### src/rtl/nine_slice_coord_map_top_assert.svh
// Assertion macros used by the nine-slice coordinate map merge stage.
`ifndef NINE_SLICE_COORD_MAP_TOP_ASSERT_SVH
`define NINE_SLICE_COORD_MAP_TOP_ASSERT_SVH
// Consequent must hold in the same cycle as the antecedent.
`define NSCM_ASSERT_NOW(lbl, ante, cons, msg) \
  lbl: assert property (@(posedge clk_i) disable iff (!rst_ni) (ante) |-> (cons)) \
    else $error(msg);
// Consequent must hold in the cycle after the antecedent.
`define NSCM_ASSERT_NEXT(lbl, ante, cons, msg) \
  lbl: assert property (@(posedge clk_i) disable iff (!rst_ni) (ante) |=> (cons)) \
    else $error(msg);
`endif

### src/rtl/nscm_pkg.sv
// Shared constants and register codes of the nine-slice coordinate map.
package nscm_pkg;

  localparam int COORD_BITS_DEF = 12;
  localparam int FRAC_BITS_DEF  = 8;
  localparam int OUT_W          = 22;
  localparam int CFG_IDX_W      = 3;

  typedef enum logic [CFG_IDX_W-1:0] {
    REG_SRC_WIDTH  = 3'd0,
    REG_SRC_HEIGHT = 3'd1,
    REG_DST_WIDTH  = 3'd2,
    REG_DST_HEIGHT = 3'd3,
    REG_LEFT       = 3'd4,
    REG_TOP        = 3'd5,
    REG_RIGHT      = 3'd6,
    REG_BOTTOM     = 3'd7
  } cfg_reg_e;

endpackage

### src/rtl/nscm_if.sv


interface nscm_out_if;
  logic                               valid;
  logic                               ready;
  logic signed [nscm_pkg::OUT_W-1:0]  source_col;
  logic signed [nscm_pkg::OUT_W-1:0]  source_row;

  modport source (output valid, source_col, source_row, input ready);
  modport sink (input valid, source_col, source_row, output ready);
endinterface

### src/rtl/nscm_merge.sv
// Merge stage: clamps both lane results and holds them in an output skid buffer.
module nscm_merge #(
  parameter int RW = nscm_pkg::COORD_BITS_DEF + nscm_pkg::FRAC_BITS_DEF + 4
) (
  input  logic                 clk_i,
  input  logic                 rst_ni,
  input  logic                 col_valid_i,
  input  logic                 row_valid_i,
  input  logic signed [RW-1:0] col_res_i,
  input  logic signed [RW-1:0] row_res_i,
  output logic                 ready_o,
  nscm_out_if.source           rsp_o
);

  import nscm_pkg::*;

  localparam int EW = (RW > OUT_W) ? RW : OUT_W;

  function automatic logic signed [OUT_W-1:0] clamp(input logic signed [RW-1:0] v);
    logic signed [EW-1:0] e;
    logic signed [EW-1:0] hi;
    logic signed [EW-1:0] lo;
    e  = EW'(v);
    hi = $signed({{(EW-OUT_W+1){1'b0}}, {(OUT_W-1){1'b1}}});
    lo = -hi - $signed(EW'(1));
    if (e > hi) begin
      return OUT_W'(hi);
    end else if (e < lo) begin
      return OUT_W'(lo);
    end
    return OUT_W'(e);
  endfunction

  logic                    out_v_q, sk_v_q, push;
  logic signed [OUT_W-1:0] col_c, row_c;
  logic signed [OUT_W-1:0] out_col_q, out_row_q, sk_col_q, sk_row_q;

  assign col_c   = clamp(col_res_i);
  assign row_c   = clamp(row_res_i);
  assign ready_o = !sk_v_q;
  assign push    = col_valid_i && !sk_v_q;

  always_ff @(posedge clk_i or negedge rst_ni) begin
    if (!rst_ni) begin
      out_v_q <= 1'b0;
      sk_v_q  <= 1'b0;
    end else if (!out_v_q || rsp_o.ready) begin
      out_v_q <= sk_v_q || push;
      sk_v_q  <= 1'b0;
    end else if (push) begin
      sk_v_q  <= 1'b1;
    end
  end

  // drain the skid entry first; park a new result there while the output stalls
  always_ff @(posedge clk_i) begin
    if (!out_v_q || rsp_o.ready) begin
      if (sk_v_q) begin
        out_col_q <= sk_col_q;
        out_row_q <= sk_row_q;
      end else if (push) begin
        out_col_q <= col_c;
        out_row_q <= row_c;
      end
    end else if (push) begin
      sk_col_q <= col_c;
      sk_row_q <= row_c;
    end
  end

  assign rsp_o.valid      = out_v_q;
  assign rsp_o.source_col = out_col_q;
  assign rsp_o.source_row = out_row_q;

`include "nine_slice_coord_map_top_assert.svh"

  `NSCM_ASSERT_NOW(a_lanes_in_step, 1'b1, col_valid_i == row_valid_i, "lanes out of step")
  `NSCM_ASSERT_NOW(a_skid_needs_out, sk_v_q, out_v_q, "skid full with empty output")
  `NSCM_ASSERT_NOW(a_skid_on_stall, $rose(sk_v_q), $past(out_v_q && !rsp_o.ready), "skid filled without stall")
  `NSCM_ASSERT_NEXT(a_stall_push_kept, push && out_v_q && !rsp_o.ready, sk_v_q, "result lost on stall")

endmodule

### src/flat_wrapper.sv
// flat-port wrapper written by rule: the top's interface ports become plain ports
module nscm_merge_flat import nscm_pkg::*;
#(
  parameter int RW = nscm_pkg::COORD_BITS_DEF + nscm_pkg::FRAC_BITS_DEF + 4
)
  (clk_i, rst_ni, col_valid_i, row_valid_i, col_res_i, row_res_i, ready_o, rsp_o_valid, rsp_o_source_col, rsp_o_source_row, rsp_o_ready);
  nscm_out_if rsp_o_i ();
  input  logic clk_i;
  input  logic rst_ni;
  input  logic col_valid_i;
  input  logic row_valid_i;
  input  logic signed [RW-1:0] col_res_i;
  input  logic signed [RW-1:0] row_res_i;
  output logic ready_o;
  output wire logic [$bits(rsp_o_i.valid)-1:0] rsp_o_valid;
  output wire logic [$bits(rsp_o_i.source_col)-1:0] rsp_o_source_col;
  output wire logic [$bits(rsp_o_i.source_row)-1:0] rsp_o_source_row;
  input wire logic [$bits(rsp_o_i.ready)-1:0] rsp_o_ready;
  assign rsp_o_valid = rsp_o_i.valid;
  assign rsp_o_source_col = rsp_o_i.source_col;
  assign rsp_o_source_row = rsp_o_i.source_row;
  assign rsp_o_i.ready = rsp_o_ready;
  nscm_merge #(.RW(RW)) u_core (.clk_i(clk_i), .rst_ni(rst_ni), .col_valid_i(col_valid_i), .row_valid_i(row_valid_i), .col_res_i(col_res_i), .row_res_i(row_res_i), .ready_o(ready_o), .rsp_o(rsp_o_i));
endmodule
### config.mk
export PLATFORM = sky130hd
export DESIGN_NAME = nscm_merge_flat
export DESIGN_NICKNAME = d
export VERILOG_FILES = /design/src/rtl/nscm_pkg.sv /design/src/rtl/nscm_if.sv /design/src/rtl/nscm_merge.sv /design/src/flat_wrapper.sv
export VERILOG_INCLUDE_DIRS = /design/src /design/src/rtl
export SDC_FILE = /design/constraint.sdc
export NUM_CORES = 1
export LEC_CHECK = 0
export ABC_AREA = 0
export BUFFER_PORTS_ARGS = -buffer_cell sky130_fd_sc_hd__buf_2
export CORE_UTILIZATION = 45
export CTS_CLUSTER_SIZE = 20
export DETAILED_ROUTE_END_ITERATION = 8
export GPL_TIMING_DRIVEN = 0
export HOLD_SLACK_MARGIN = 0.12
export PLACE_DENSITY = 0.7
export SYNTH_ARGS = -nofsm -noshare
export SYNTH_HDL_FRONTEND = slang
export SYNTH_SLANG_ARGS = --single-unit
### constraint.sdc
create_clock -name clk_i -period 6.4 [get_ports clk_i]
set_clock_uncertainty 0.05 [all_clocks]
set_input_delay 1.28 -clock clk_i [delete_from_list [all_inputs] [get_ports clk_i]]
set_output_delay 1.28 -clock clk_i [all_outputs]
set_load 0.005 [all_outputs]
==> flow_summary.yaml, run 1 <==
run_status:
  status: "finished, final reports clean"
timing:
  fin_crit_ns: 2.79
  setup_viol: 0
  relSlewSlack: 0.408
  fmax_mhz: 358
  period_share: 0.437
  finalMaxSlewViolations: 0
  worstMarginPinSlew_ns: 0.884
  rsz0062_at_grt: "false"
  hold_viol_final: 0
  setup_tns_ns: 0
clocking:
  cts_resized: 0
  htreeDepth: 3
  cts_root_buffer: "clkbuf_8"
  cts_hold_buf: 0
  path_clk_slew_ns: 0.09
  insertion_delay_ns: 0.35
  clk_path_buf_depth: 2
  cts_tree: "built"
  numCtsBuffers: 9
  cts_setup_buffers: 0
  cts.sinks: 90
route:
  viasPerCell: 4.78
  drc: 0
  dr.pass1.iters: 4
  ant_nets: 0
  dr_wl_met2_um: 3450
  wl_met1_um: 3100
  drt_iter0_drc: 91
  wl_per_cell_um: 13.6
  top_layer_used: "met4"
  totalWireLength_um: 6950
  wl_met3_um: 266
  vias: 2454
critical_path:
  critPathBufInv: 4
  crit_path_end: "ready_o"
  cp_slowest_cell: "clkbuf_1"
  crit_family: "buffers and inverters"
  rr_startpoint: "u_core.sk_v_q"
  arrival_ns: 1.46
  critPathLaunchType: "flip-flop"
  end_kind: "output pin"
  path_cells: "buf_2 -> clkbuf_1 -> inv_1 -> buf_2"
  cpPeakStageDelay_ns: 0.40
  r2r-end: "u_core.sk_row_q[3]"
  path_depth: 4
  cpMostUsedCell: "buf_2"
  worstRegToRegCells: 5
  r2r_slack_ns: 4.06
  path_max_fanout: 10
  crit_required_ns: 5.07
  crit_path_start: "u_core.sk_v_q"
  path_class: "flip-flop to output pin"
global_routing:
  grt_max_degree: 30
  grtUsageTotal: 0.177
  overflow: 0
  grt_pass1_wl_um: 11200
  antenna_found_initial: 0
  grt_pass1_vias: 2365
die:
  die_h_um: 91.7
  num_rows: 32
  coreArea_um2: 7770
  fp.dieW_um: 91.7
  die_area_um2: 8410
  num_io_pins: 99
  initial_core_util: 0.466
cells_and_area:
  area_delta_synth_final_pct: 23.2
  layout_common_cells: "buf_2 (106), edfxtp_1 (88), nor2_1 (86)"
  fin_nets: 460
  final_common_cell: "buf_2"
  layout-drive-gt1-share: 0.321
  diodes: 0
synthesis:
  yosys_register_bits: 90
  synth-seq-area-share: 0.743
  syn_inst: 295
  syn-num-nets: 348
  ys_types: 21
  synth_warnings: 0
  syn_area_per_cell_um2: 12.3
  synth_area_um2: 3620
pwr:
  vdd.ir_drop.worst_mv: 0.130
  leakage_nw: 1.75
  p_per_area_nw_per_um2: 269
  finalPower_w: 0.00120
placement:
  place.gp.congestion: 0.732
  hpwl_um: 4930
  portBuffers: 97
flow_run:
  cap_viol_max_count: 0
hold_path:
  worstHoldPathType: "flip-flop to flip-flop"
  worst_hold_path.num_cells: 2
==> Yosys cell counts <==
cell type / count / area share
dfrtp_1: 2 / 0.014
o21ba_2: 2 / 0.0055
nand2_1: 43 / 0.045
nor3b_1: 1 / 0.0021
a21boi_0: 1 / 0.0021
buf_6: 3 / 0.0093
o21ai_1: 41 / 0.057
nand2b_1: 1 / 0.0017
o31ai_1: 1 / 0.0021
a21boi_4: 1 / 0.0052
a21boi_1: 1 / 0.0021
buf_2: 9 / 0.012
clkbuf_1: 6 / 0.0062
or2_1: 2 / 0.0035
o21a_1: 1 / 0.0021
edfxtp_1: 88 / 0.73
o21ba_1: 1 / 0.0028
buf_1: 2 / 0.0021
nor2_1: 86 / 0.089
inv_1: 1 / 0.0010
mux2_1: 2 / 0.0062
==> worst min-delay path: cells and delay by family (launching register included) <==
family | cells | cell delay (ns)
flip-flops | 1 | 0.32
AO/OA/AOI/OAI | 1 | 0.06
AND/OR/NAND/NOR | 1 | 0.05
==> layout make-up <==
cell class	instances	area (um2)
sequential	90	2690
buffer	20	109
fill	719	3310
multi-input combinational	184	823
timing repair buffer	101	547
inverter	1	3.75
clock buffer	9	124
clock inverter	6	35.0
tap	102	128
==> logic make-up (layout without fill, tap and decap cells) <==
group           Yosys count  after routing  synth area share
compound gates           49             49            0.0784
buf+inv                  21            137            0.0311
flops                    90             90             0.743
mux                       2              2           0.00622
simple gates            133            133             0.141
==> metrics by stage <==
step	std cells	cell area [um2]	setup slack, ns	util	hold WS [ns]
final	513	4460	3.61	0.574	0.476
after global routing	513	4460	3.49	0.574	0.515
after CTS	513	4460	3.56	0.574	0.480
after detailed placement	498	4300	3.24	0.554	0.469
after global placement	494	4240	-0.514	0.545	0.462
after floorplan	295	3620	1.11	-	0.445
==> sequential cells by signal, summed over array words and instances (netlist names) <==
register,cells
u_core.rsp_o.source_col,22
u_core.rsp_o.source_row,22
u_core.rsp_o.valid,1
u_core.sk_col_q,22
u_core.sk_row_q,22
u_core.sk_v_q,1
==> report_power, final <==
part | internal, W | switching (W) | total (W)
Clock | 0.000136 | 0.000192 | 0.000329
Sequential | 0.000705 | 0.00000965 | 0.000715
Combinational | 0.0000660 | 0.0000905 | 0.000157
Total | 0.000907 | 0.000292 | 0.00120
==> worst min-delay path by stage <==
| stage | from | endpoint | slack, ns |
|---|---|---|---|
| final | u_core.sk_row_q[3] | u_core.rsp_o.source_row[3] | 0.48 |
| after detailed placement | u_core.sk_row_q[4] | u_core.rsp_o.source_row[4] | 0.47 |
| after floorplan | u_core.sk_row_q[20] | u_core.rsp_o.source_row[20] | 0.44 |
| after global routing | u_core.sk_col_q[21] | u_core.rsp_o.source_col[21] | 0.51 |
| after global placement | u_core.sk_row_q[3] | u_core.rsp_o.source_row[3] | 0.46 |
| after CTS | u_core.sk_row_q[3] | u_core.rsp_o.source_row[3] | 0.48 |
==> routing by layer <==
metal,vias to the layer above,GRT usage
li1,1246,-
met1,1140,0.237
met2,56,0.285
met3,12,0.0340
met4,0,0.0742
met5,-,0
Note: power is estimated with default switching activity, not from simulation.
==> run 2: changes to the inputs <==
- PLACE_DENSITY: 0.7 -> 0.73
- clock period: 6.4 -> 2.53 ns (I/O delays scaled with it)
==> flow_summary.yaml, run 2 (synthesis results as in run 1) <==
critical_path:
  arrival_ns: 2.15
  cp_slowest_cell: "nor3b_4"
  path_cells: "buf_2 -> clkbuf_1 -> nor3b_4 -> buf_16"
  crit_required_ns: 2.54
  path_class: "flip-flop to flip-flop"
  worstRegToRegCells: 4
  end_kind: "flip-flop"
  r2r_slack_ns: 0.39
  path_max_fanout: 16
  critPathLaunchType: "flip-flop"
  cpPeakStageDelay_ns: 0.79
  rr_startpoint: "u_core.sk_v_q"
  crit_family: "simple AND/OR/NAND/NOR gates"
  critPathBufInv: 3
  r2r-end: "u_core.sk_col_q[6]"
clocking:
  numCtsBuffers: 9
  insertion_delay_ns: 0.35
  cts_root_buffer: "clkbuf_8"
  htreeDepth: 3
  path_clk_slew_ns: 0.08
  clk_path_buf_depth: 2
  cts.sinks: 90
  cts_resized: 0
  cts_tree: "built"
placement:
  hpwl_um: 5090
  place_area_um2: 4320
  place.gp.congestion: 0.741
  portBuffers: 97
global_routing:
  antenna_found_initial: 0
  overflow: 0
  grt_pass1_wl_um: 11800
  grt_max_degree: 24
  grtUsageTotal: 0.182
  grt_pass1_vias: 2509
cells_and_area:
  fin_nets: 460
  nFillCells: 712
  design_area_um2: 4580
  area_delta_synth_final_pct: 26.5
  layout_common_cells: "buf_2 (106), edfxtp_1 (88), nor2_1 (86)"
  layout-drive-gt1-share: 0.323
  final_common_cell: "buf_2"
  diodes: 0
die:
  fp.dieW_um: 91.7
  num_rows: 32
  num_io_pins: 99
  initial_core_util: 0.466
  die_area_um2: 8410
  coreArea_um2: 7770
  die_h_um: 91.7
route:
  drt_iter0_drc: 79
  wl_per_cell_um: 14.0
  vias: 2523
  drc: 0
  ant_nets: 0
  dr.pass1.iters: 4
  viasPerCell: 4.91
  totalWireLength_um: 7180
timing:
  period_share: 0.848
  worstMarginPinSlew_ns: 0.876
  fin_crit_ns: 2.14
  finalMaxSlewViolations: 0
  hold_ws_ns: 0.354
  rsz0062_at_grt: "false"
  setup_tns_ns: 0
  relSlewSlack: 0.415
  setup_viol: 0
  fmax_mhz: 466
  hold_viol_final: 0
pwr:
  leakage_nw: 1.80
  vdd.ir_drop.worst_mv: 0.369
  combPwrFrac: 0.120
  seq_power_share: 0.533
  p_int_w: 0.00262
  pwr-share-clk: 0.347
  p_per_area_nw_per_um2: 741
  switchingPower_w: 0.000773
  netSwitchingFraction: 0.228
hold_path:
  min_from: "col_valid_i"
  hold_end: "u_core.rsp_o.valid"
  worstHoldPathType: "primary input to flip-flop"
  worst_hold_path.num_cells: 3
flow_run:
  cap_viol_max_count: 0
run_status:
  status: "finished, final reports clean"
[run 2: cell count changes in the layout (fill, tap and decap cells not counted), sizes merged]
cell         previous run  this run
buf                   115       114
bufinv                  0         3
inv                     1         3
dlygate4sd3             0         1
clkinv                  5         1
[run 2: power groups by stage]
stage | clock [W] | combinational [W] | sequential [W]
after floorplan | 0 | 0.000204 | 0.00186
after global routing | 0.00125 | 0.000458 | 0.00182
after global placement | 0 | 0.000377 | 0.00185
final | 0.00118 | 0.000408 | 0.00181
after CTS | 0.00120 | 0.000415 | 0.00181
after detailed placement | 0 | 0.000412 | 0.00184
[run 2: worst max-delay path by stage]
stage,startpoint,endpoint,slack (ns),cells past startpoint
floorplan,rsp_o_ready,u_core.sk_col_q[0],0.14,2
detailed placement,u_core.sk_v_q,u_core.sk_row_q[8],0.34,4
global placement,rsp_o_ready,u_core.sk_col_q[8],-0.46,3
CTS,u_core.sk_v_q,u_core.sk_col_q[5],0.30,4
global route,u_core.sk_v_q,u_core.sk_col_q[0],0.26,4
finish,u_core.sk_v_q,u_core.sk_col_q[6],0.39,4
[run 2: per-stage QoR]
step | setup slack, ns | total power [W] | util | std cells
5_1_grt | 0.263 | 0.00352 | 0.590 | 514
3_5_place_dp | 0.336 | 0.00225 | 0.557 | 497
6_report | 0.386 | 0.00339 | 0.590 | 514
4_1_cts | 0.300 | 0.00343 | 0.590 | 514
3_3_place_gp | -0.458 | 0.00222 | 0.547 | 494
2_1_floorplan | 0.138 | 0.00206 | - | 295
[run 2: routing by layer]
metal,global-route usage,share of wire
met5,0,0
met4,0.0690,0.015
met3,0.0423,0.064
met2,0.313,0.50
met1,0.222,0.42
[run 2: worst register-to-register path, cell delays in order, from the launching register on]
cell and delay [ns]:
dfrtp_1 0.36, buf_2 0.15, clkbuf_1 0.26, nor3b_4 0.79
buf_16 0.24
[run 2: layout make-up]
type | instances | area [um2] | area share
Buffer | 20 | 109 | 0.0238
Multi-Input combinational cell | 184 | 830 | 0.181
Clock buffer | 9 | 124 | 0.0270
Timing Repair Buffer | 101 | 571 | 0.125
Clock inverter | 7 | 124 | 0.0270
Sequential cell | 90 | 2690 | 0.588
Inverter | 1 | 3.75 | 0.000819
Tap cell | 102 | 128 | 0.0279
[run 2: timing repair]
action                                 CTS  global route
hold buffers                             1             0
endpoints found under the hold margin    2             0
buffers inserted                         0             0
