File: config.mk
export PLATFORM = sky130hd
export DESIGN_NAME = nscm_lane
export DESIGN_NICKNAME = d
export VERILOG_FILES = /design/src/rtl/nine_slice_coord_map_top_assert.svh /design/src/rtl/nscm_pkg.sv /design/src/rtl/nscm_div.sv /design/src/rtl/nscm_lane.sv
export SDC_FILE = /design/constraint.sdc
export NUM_CORES = 2
export LEC_CHECK = 0
export ABC_AREA = 0
export ABC_CLOCK_PERIOD_IN_PS = 7800
export BUFFER_PORTS_ARGS = -buffer_cell sky130_fd_sc_hd__buf_2
export CAP_MARGIN = 15
export CORE_MARGIN = 4
export CORE_UTILIZATION = 64
export CTS_CLUSTER_DIAMETER = 150
export DETAILED_ROUTE_END_ITERATION = 6
export PLACE_DENSITY = 0.81
export SKIP_LAST_GASP = 1
export SLEW_MARGIN = 40
export SYNTH_ARGS = -nofsm -noshare
export SYNTH_HDL_FRONTEND = slang
export SYNTH_SLANG_ARGS = --single-unit
File: constraint.sdc
create_clock -name clk_i -period 7.8 [get_ports clk_i]
set_input_delay 1.56 -clock clk_i [delete_from_list [all_inputs] [get_ports clk_i]]
set_output_delay 1.56 -clock clk_i [all_outputs]
set_load 0.02 [all_outputs]
File: src/rtl/nine_slice_coord_map_top_assert.svh
// Assertion macros used by the nine-slice coordinate map merge stage.
`ifndef NINE_SLICE_COORD_MAP_TOP_ASSERT_SVH
`define NINE_SLICE_COORD_MAP_TOP_ASSERT_SVH
// Consequent must hold in the same cycle as the antecedent.
`define NSCM_ASSERT_NOW(lbl, ante, cons, msg) \
  lbl: assert property (@(posedge clk_i) disable iff (!rst_ni) (ante) |-> (cons)) \
    else $error(msg);
// Consequent must hold in the cycle after the antecedent.
`define NSCM_ASSERT_NEXT(lbl, ante, cons, msg) \
  lbl: assert property (@(posedge clk_i) disable iff (!rst_ni) (ante) |=> (cons)) \
    else $error(msg);
`endif

File: src/rtl/nscm_pkg.sv
// Shared constants and register codes of the nine-slice coordinate map.
package nscm_pkg;

  localparam int COORD_BITS_DEF = 12;
  localparam int FRAC_BITS_DEF  = 8;
  localparam int OUT_W          = 22;
  localparam int CFG_IDX_W      = 3;

  typedef enum logic [CFG_IDX_W-1:0] {
    REG_SRC_WIDTH  = 3'd0,
    REG_SRC_HEIGHT = 3'd1,
    REG_DST_WIDTH  = 3'd2,
    REG_DST_HEIGHT = 3'd3,
    REG_LEFT       = 3'd4,
    REG_TOP        = 3'd5,
    REG_RIGHT      = 3'd6,
    REG_BOTTOM     = 3'd7
  } cfg_reg_e;

endpackage

File: src/rtl/nscm_div.sv
// Pipelined restoring divider, one quotient bit per stage, with a side tag.
module nscm_div #(
  parameter int NW = 39,
  parameter int DW = 16,
  parameter int QW = 22,
  parameter int TW = 25
) (
  input  logic          clk_i,
  input  logic          rst_ni,
  input  logic          en_i,
  input  logic          valid_i,
  input  logic [NW-1:0] num_i,
  input  logic [DW-1:0] den_i,
  input  logic [TW-1:0] tag_i,
  output logic          valid_o,
  output logic [QW-1:0] quo_o,
  output logic [TW-1:0] tag_o
);

  logic [DW-1:0] rem_q [QW];
  logic [QW-1:0] low_q [QW];
  logic [QW-1:0] quo_q [QW];
  logic [DW-1:0] den_q [QW];
  logic [TW-1:0] tag_q [QW];
  logic [QW-1:0] v_q;

  logic [DW-1:0] rem_p [QW];
  logic [QW-1:0] low_p [QW];
  logic [QW-1:0] quo_p [QW];
  logic [DW-1:0] den_p [QW];
  logic [TW-1:0] tag_p [QW];
  logic [QW-1:0] v_p;

  logic [DW-1:0] rem_d [QW];
  logic [QW-1:0] low_d [QW];
  logic [QW-1:0] quo_d [QW];

  // stage inputs: the request for stage 0, the previous stage otherwise
  always_comb begin
    rem_p[0] = num_i[QW +: DW];
    low_p[0] = num_i[QW-1:0];
    quo_p[0] = '0;
    den_p[0] = den_i;
    tag_p[0] = tag_i;
    v_p[0]   = valid_i;
    for (int k = 1; k < QW; k++) begin
      rem_p[k] = rem_q[k-1];
      low_p[k] = low_q[k-1];
      quo_p[k] = quo_q[k-1];
      den_p[k] = den_q[k-1];
      tag_p[k] = tag_q[k-1];
      v_p[k]   = v_q[k-1];
    end
  end

  always_comb begin
    logic [DW:0] trial;
    logic [DW:0] diff;
    logic        ge;
    for (int k = 0; k < QW; k++) begin
      trial    = {rem_p[k], low_p[k][QW-1]};
      diff     = trial - {1'b0, den_p[k]};
      ge       = (trial >= {1'b0, den_p[k]});
      rem_d[k] = ge ? diff[DW-1:0] : trial[DW-1:0];
      low_d[k] = {low_p[k][QW-2:0], 1'b0};
      quo_d[k] = {quo_p[k][QW-2:0], ge};
    end
  end

  always_ff @(posedge clk_i or negedge rst_ni) begin
    if (!rst_ni) begin
      v_q <= '0;
    end else if (en_i) begin
      v_q <= v_p;
    end
  end

  always_ff @(posedge clk_i) begin
    if (en_i) begin
      for (int k = 0; k < QW; k++) begin
        rem_q[k] <= rem_d[k];
        low_q[k] <= low_d[k];
        quo_q[k] <= quo_d[k];
        den_q[k] <= den_p[k];
        tag_q[k] <= tag_p[k];
      end
    end
  end

  assign valid_o = v_q[QW-1];
  assign quo_o   = quo_q[QW-1];
  assign tag_o   = tag_q[QW-1];

endmodule

File: src/rtl/nscm_lane.sv
// One axis lane: border classification, middle scaling and rounding.
module nscm_lane #(
  parameter int COORD_BITS = nscm_pkg::COORD_BITS_DEF,
  parameter int FRAC_BITS  = nscm_pkg::FRAC_BITS_DEF
) (
  input  logic                                  clk_i,
  input  logic                                  rst_ni,
  input  logic                                  en_i,
  input  logic                                  valid_i,
  input  logic [COORD_BITS-1:0]                 coord_i,
  input  logic [COORD_BITS-1:0]                 src_size_i,
  input  logic [COORD_BITS-1:0]                 dst_size_i,
  input  logic [COORD_BITS:0]                   lead_reg_i,
  input  logic [COORD_BITS:0]                   trail_reg_i,
  output logic                                  valid_o,
  output logic signed [COORD_BITS+FRAC_BITS+3:0] result_o
);

  localparam int SW = COORD_BITS + 4;             // half-pixel signed width
  localparam int AW = COORD_BITS + 3;             // multiplier operand width
  localparam int DW = AW + 1;                     // divisor width
  localparam int QW = COORD_BITS + FRAC_BITS + 2; // quotient width
  localparam int NW = 2 * AW + FRAC_BITS + 1;     // dividend width
  localparam int RW = COORD_BITS + FRAC_BITS + 4; // result width before clamp
  localparam int TW = RW + 1;

  // ---------------------------------------------------------------------------
  // Setup terms derived from the configuration, two register levels
  // ---------------------------------------------------------------------------
  logic signed [SW-1:0] src2, dst2, src1, lead_b, trail_b;
  logic signed [SW-1:0] lead_d, lead_q, trail_d, trail_q;
  logic signed [SW-1:0] lim_d, lim_q, dm_d, dm_q, sm_d, sm_q;
  logic                 mid_ok_d, mid_ok_q;
  logic signed [RW-1:0] lead_f, h_d, h_q;
  logic                 r_d, r_q;

  assign src2    = $signed({{(SW-COORD_BITS-1){1'b0}}, src_size_i, 1'b0});
  assign dst2    = $signed({{(SW-COORD_BITS-1){1'b0}}, dst_size_i, 1'b0});
  assign src1    = $signed({{(SW-COORD_BITS){1'b0}}, src_size_i});
  assign lead_b  = $signed({{(SW-COORD_BITS-2){lead_reg_i[COORD_BITS]}}, lead_reg_i, 1'b0});
  assign trail_b = $signed({{(SW-COORD_BITS-2){trail_reg_i[COORD_BITS]}}, trail_reg_i, 1'b0});

  // a negative border counts from half the source size
  assign lead_d  = lead_reg_i[COORD_BITS] ? lead_b + src1 : lead_b;
  assign trail_d = trail_reg_i[COORD_BITS] ? trail_b + src1 : trail_b;

  assign lim_d    = dst2 - trail_q;
  assign dm_d     = dst2 - lead_q - trail_q;
  assign sm_d     = src2 - lead_q - trail_q;
  assign mid_ok_d = !dm_d[SW-1] && (dm_d != '0) && !sm_d[SW-1] && (sm_d != '0);
  // lead * 2^FRAC split as 2*h + r
  assign lead_f   = RW'(lead_q) <<< FRAC_BITS;
  assign h_d      = lead_f >>> 1;
  assign r_d      = lead_f[0];

  always_ff @(posedge clk_i or negedge rst_ni) begin
    if (!rst_ni) begin
      lead_q   <= '0;
      trail_q  <= '0;
      lim_q    <= '0;
      dm_q     <= '0;
      sm_q     <= '0;
      mid_ok_q <= 1'b0;
      h_q      <= '0;
      r_q      <= 1'b0;
    end else begin
      lead_q   <= lead_d;
      trail_q  <= trail_d;
      lim_q    <= lim_d;
      dm_q     <= dm_d;
      sm_q     <= sm_d;
      mid_ok_q <= mid_ok_d;
      h_q      <= h_d;
      r_q      <= r_d;
    end
  end

  // ---------------------------------------------------------------------------
  // Request pipeline
  // ---------------------------------------------------------------------------
  logic                  v0_q, v1_q, v2_q, v3_q, v4_q, v5_q;
  logic [COORD_BITS-1:0] t0_q;

  // stage 1: leading border test and border results
  logic signed [SW-1:0] t2_0, a_d, a_q, t2_q;
  logic signed [RW-1:0] tw, srcw, dstw, val_lead, val_trail, val_d, val_q;
  logic                 lt_lead_d, lt_lead_q;

  assign t2_0      = $signed({{(SW-COORD_BITS-1){1'b0}}, t0_q, 1'b0});
  assign lt_lead_d = t2_0 < lead_q;
  assign a_d       = t2_0 - lead_q;
  assign tw        = $signed({{(RW-COORD_BITS){1'b0}}, t0_q});
  assign srcw      = $signed({{(RW-COORD_BITS){1'b0}}, src_size_i});
  assign dstw      = $signed({{(RW-COORD_BITS){1'b0}}, dst_size_i});
  assign val_lead  = tw <<< FRAC_BITS;
  assign val_trail = (tw - dstw + srcw) <<< FRAC_BITS;
  assign val_d     = lt_lead_d ? val_lead : val_trail;

  // stage 2: region select
  logic                 lt_lim, in_mid, mid_go_d, mid2_q;
  logic signed [RW-1:0] base2_d, base2_q;
  logic [AW-1:0]        a2_d, a2_q, sm2_q, dm2_q;
  logic                 r2_q;

  assign lt_lim   = t2_q < lim_q;
  assign in_mid   = !lt_lead_q && lt_lim;
  assign mid_go_d = in_mid && mid_ok_q;
  assign base2_d  = !in_mid   ? val_q :
                    mid_ok_q  ? h_q   : h_q + $signed({{(RW-1){1'b0}}, r_q});
  assign a2_d     = mid_go_d ? a_q[AW-1:0] : '0;

  // stage 3: product, stage 4: dividend and divisor
  logic [2*AW-1:0]      prod_q;
  logic [AW-1:0]        dm3_q;
  logic                 r3_q, mid3_q;
  logic signed [RW-1:0] base3_q;
  logic [NW-1:0]        num_d, num_q;
  logic [DW-1:0]        den_q;
  logic [TW-1:0]        tag_q;

  assign num_d = (NW'(prod_q) << FRAC_BITS) +
                 (r3_q ? NW'({dm3_q, 1'b0}) : NW'(dm3_q));

  always_ff @(posedge clk_i or negedge rst_ni) begin
    if (!rst_ni) begin
      v0_q <= 1'b0;
      v1_q <= 1'b0;
      v2_q <= 1'b0;
      v3_q <= 1'b0;
      v4_q <= 1'b0;
    end else if (en_i) begin
      v0_q <= valid_i;
      v1_q <= v0_q;
      v2_q <= v1_q;
      v3_q <= v2_q;
      v4_q <= v3_q;
    end
  end

  always_ff @(posedge clk_i) begin
    if (en_i) begin
      t0_q      <= coord_i;
      t2_q      <= t2_0;
      lt_lead_q <= lt_lead_d;
      a_q       <= a_d;
      val_q     <= val_d;
      mid2_q    <= mid_go_d;
      base2_q   <= base2_d;
      a2_q      <= a2_d;
      sm2_q     <= sm_q[AW-1:0];
      dm2_q     <= dm_q[AW-1:0];
      r2_q      <= r_q;
      prod_q    <= (2*AW)'(a2_q) * (2*AW)'(sm2_q);
      dm3_q     <= dm2_q;
      r3_q      <= r2_q;
      mid3_q    <= mid2_q;
      base3_q   <= base2_q;
      num_q     <= num_d;
      den_q     <= {dm3_q, 1'b0};
      tag_q     <= {mid3_q, base3_q};
    end
  end

  // ---------------------------------------------------------------------------
  // Division and final offset
  // ---------------------------------------------------------------------------
  logic          div_v;
  logic [QW-1:0] div_quo;
  logic [TW-1:0] div_tag;
  logic signed [RW-1:0] div_base, res_d, res_q;

  nscm_div #(
    .NW (NW),
    .DW (DW),
    .QW (QW),
    .TW (TW)
  ) u_div (
    .clk_i   (clk_i),
    .rst_ni  (rst_ni),
    .en_i    (en_i),
    .valid_i (v4_q),
    .num_i   (num_q),
    .den_i   (den_q),
    .tag_i   (tag_q),
    .valid_o (div_v),
    .quo_o   (div_quo),
    .tag_o   (div_tag)
  );

  assign div_base = $signed(div_tag[RW-1:0]);
  assign res_d    = div_tag[TW-1] ? div_base + $signed({{(RW-QW){1'b0}}, div_quo})
                                  : div_base;

  always_ff @(posedge clk_i or negedge rst_ni) begin
    if (!rst_ni) begin
      v5_q <= 1'b0;
    end else if (en_i) begin
      v5_q <= div_v;
    end
  end

  always_ff @(posedge clk_i) begin
    if (en_i) begin
      res_q <= res_d;
    end
  end

  assign valid_o  = v5_q;
  assign result_o = res_q;

endmodule

==> impl_metrics.toml <==
[clock_network]
post_cts_resized = 0
cts_setup_buffers = 0
root_buffer = "clkbuf_16"
cts_hold_buffers = 0
clkSinkCount = 1721
cts_tree = "done"
htree_levels = 4
numCtsBuffers = 170
clockBufferDepth = 3
worstSkewPairLatency_ps = 820
path_clk_slew_ps = 70

[critical_path]
cp_cell_sequence = "buf_4 -> and2_1 -> fa_1 -> inv_1 -> fa_1 -> inv_1 -> fa_1 -> inv_1 -> fa_1 -> inv_1 -> fa_1 -> inv_1 -> fa_1 -> inv_1 -> ha_1 -> nand2_1 -> o21ai_0 -> o311ai_1 -> o311ai_0 -> nand2_1 -> o311ai_2 -> mux2i_1 -> nor2_1"
ff2ff_path_depth = 23
r2r_start = "sm2_q[1]"
crit-reg2reg-capture = "prod_q[29]"
worstSetupPathType = "reg -> reg"
cp_max_fo = 15
reg2reg_slack_ps = 970
cp_slowest_cell = "fa_1"
critical_path_buf_inv_count = 7
startpoint_type = "flip-flop"
cp_top_family = "adder cells"
critPathArrivalTime_ps = 7370
slowest_delay_ps = 530
end_kind = "flip-flop"
crit_required_ps = 8340

[synth]
synth_area_leaders = "edfxtp_1, ha_1, fa_1"
syn_avg_cell_area_um2 = 13.2
netlist_instances = 6459
synth_top_cell_by_area = "edfxtp_1"
synth-seq-cells = 1721
ys_warn_count = 0
syn_area_um2 = 85500
ys.flop_type = "edfxtp_1"
synth_edf_count = 1601
syn_nets = 7307
async_flop_share_pct = 6.97
synth.distinct_cells = 89
synth_seq_area_share_pct = 59.8
synth_top_area_share_pct = 56.2

[timing]
slew_headroom_pct = 43.3
drv_slew = 0
finClkSkew_ps = 53.1
period_share_pct = 87.6
setup_viol = 0
worst_pin_slew_ps = 839
timing.setup.tns_ps = 0
finalHoldViolCount = 0
max_freq_mhz = 146
post-route-min-period_ps = 6830
rsz0062_at_grt = "false"
finalWorstSetupSlack_ps = 970

[min_path]
hold-path-endpoint = "h_q[16]"
hold_path_class = "reg -> reg"
hold_path_startpoint = "lead_q[9]"
min_path_cells = 0

[placement]
dp_hpwl_um = 123000
routabilityCongestion = 0.889
pre_cts_slack_ps = 1000
port_buffers = 90

[power]
p_leak_uw = 0.0379
cellPowerDensity_nw_per_um2 = 441
power_uw = 41400
ir_drop_uv = 890

[cells_and_area]
layout_commonest_cell = "edfxtp_1"
area_growth_pct = 9.93
nets = 7522
layout-drive-gt1-share_pct = 9.59
final_cell_mix = "edfxtp_1, inv_1, ha_1"

[die]
die_h_um = 373
die_w_um = 373
core_um2 = 132000
num_rows = 133
die_area_um2 = 139000
start_util_pct = 64.7
ios = 91

[grt]
grt_pass1_vias = 51300
globalRouteTotalUtil_pct = 25.3
grt-ovfl-total = 0
grt_start_max_net_pins = 179
antenna_found_initial = 1
grt_pass1_wl_um = 280000

[routing]
drc = 0
dr_total_vias = 51000
dr.pass1.iters = 6
drt_iter0_drc = 4313
routed_wl_um = 178000
antenna_left = 0
routedWlPerCell_um = 20.7
vias_per_cell = 5.95

[status]
status = "complete, no violations"

[job]
maxCapViolCount = 0
-- stage by stage --
step | instances | instance area (um2) | hold slack, ps | utilization, %
detailed placement | 8253 | 88300 | 364 | 66.8
floorplan | 6459 | 85500 | 354 | -
global route | 8563 | 94000 | 391 | 71.1
finish | 8564 | 94000 | 378 | 71.1
CTS | 8559 | 93800 | 383 | 71.0
global placement | 8251 | 88200 | 361 | 66.8
-- cells by family (layout without fill, tap and decap cells) --
family | after synthesis | after routing | share of synthesized area [%]
AO/OA/AOI/OAI | 1118 | 1118 | 8.48
multiplexers | 202 | 202 | 2.64
adder cells (fa/ha/maj) | 782 | 782 | 13.4
XOR/XNOR | 360 | 360 | 3.69
flip-flops | 1721 | 1721 | 59.8
buffers and inverters | 837 | 1186 | 3.71
AND/OR/NAND/NOR | 1439 | 1439 | 8.35
other | 0 | 1 | 0
-- where the power goes --
| part | internal, uW | switching [uW] |
|---|---|---|
| clock | 4570 | 3510 |
| combinational | 8240 | 10900 |
| sequential | 13100 | 1120 |
| total | 25900 | 15600 |
-- synthesized netlist by cell type, types with 13 or more instances --
master	instances
edfxtp_1	1601
inv_1	737
ha_1	562
nor2_1	415
a21oi_1	367
nand2_1	284
fa_1	220
xnor2_1	217
o21ai_0	207
mux2_2	184
and2_1	156
xor2_1	143
dfrtp_1	120
nor3_1	117
a21o_1	107
nand3_1	94
clkbuf_1	83
o21a_1	76
nor2b_1	74
nand2b_1	69
and3_1	45
nand4_1	41
or3_1	41
a211oi_1	35
o31ai_1	34
a31oi_1	33
nor4_1	23
o211ai_1	23
o31a_1	23
o41ai_1	23
o21bai_1	22
or2_2	22
a21boi_0	16
mux2i_1	16
nand4b_1	16
a31o_2	14
a211o_1	13
-- flip-flops by register name, summed over array words and instances, names as in the netlist, 16 cells and up --
signal / cells
u_div.v_q: 22
u_div.quo_q: 253
tag_q: 16
num_q: 38
prod_q: 30
u_div.den_q: 170
u_div.rem_q: 336
lim_q: 16
u_div.tag_q: 352
result_o: 24
u_div.low_q: 229
-- layer usage --
metal	vias up	track usage [%]	wire length, um
li1	23800	-	-
met1	25100	32.8	71700
met2	1679	43.7	89600
met3	364	3.68	9400
met4	2	9.68	6830
met5	-	0	7
-- how the worst max path moves through the flow --
stage	to	start	cells past startpoint	slack (ps)
5_1_grt	prod_q[29]	sm2_q[1]	23	480
3_5_place_dp	prod_q[29]	sm2_q[1]	23	1000
6_report	prod_q[29]	sm2_q[1]	23	970
2_1_floorplan	prod_q[29]	a2_q[6]	23	1510
4_1_cts	prod_q[29]	sm2_q[1]	23	960
3_3_place_gp	prod_q[29]	sm2_q[1]	23	990
-- area by class of cell --
type / count / area [um2]
multi-input cells: 3901 / 31300
fillers: 8511 / 38200
well taps: 1755 / 2200
diodes: 1 / 2.50
clock buffers: 206 / 4420
repair buffers: 143 / 1080
flip-flops and latches: 1721 / 51100
clock inverters: 100 / 1090
inverters: 737 / 2770
-- worst register-to-register path: cells and delay by family, from the launching register on --
kind | cells | cell delay [ps]
flip-flops | 1 | 360
adder cells (fa/ha/maj) | 7 | 3420
multiplexers | 1 | 230
AO/OA/AOI/OAI | 4 | 1470
buffers and inverters | 7 | 540
AND/OR/NAND/NOR | 4 | 570
No activity file was read; power rests on OpenSTA's default activity.
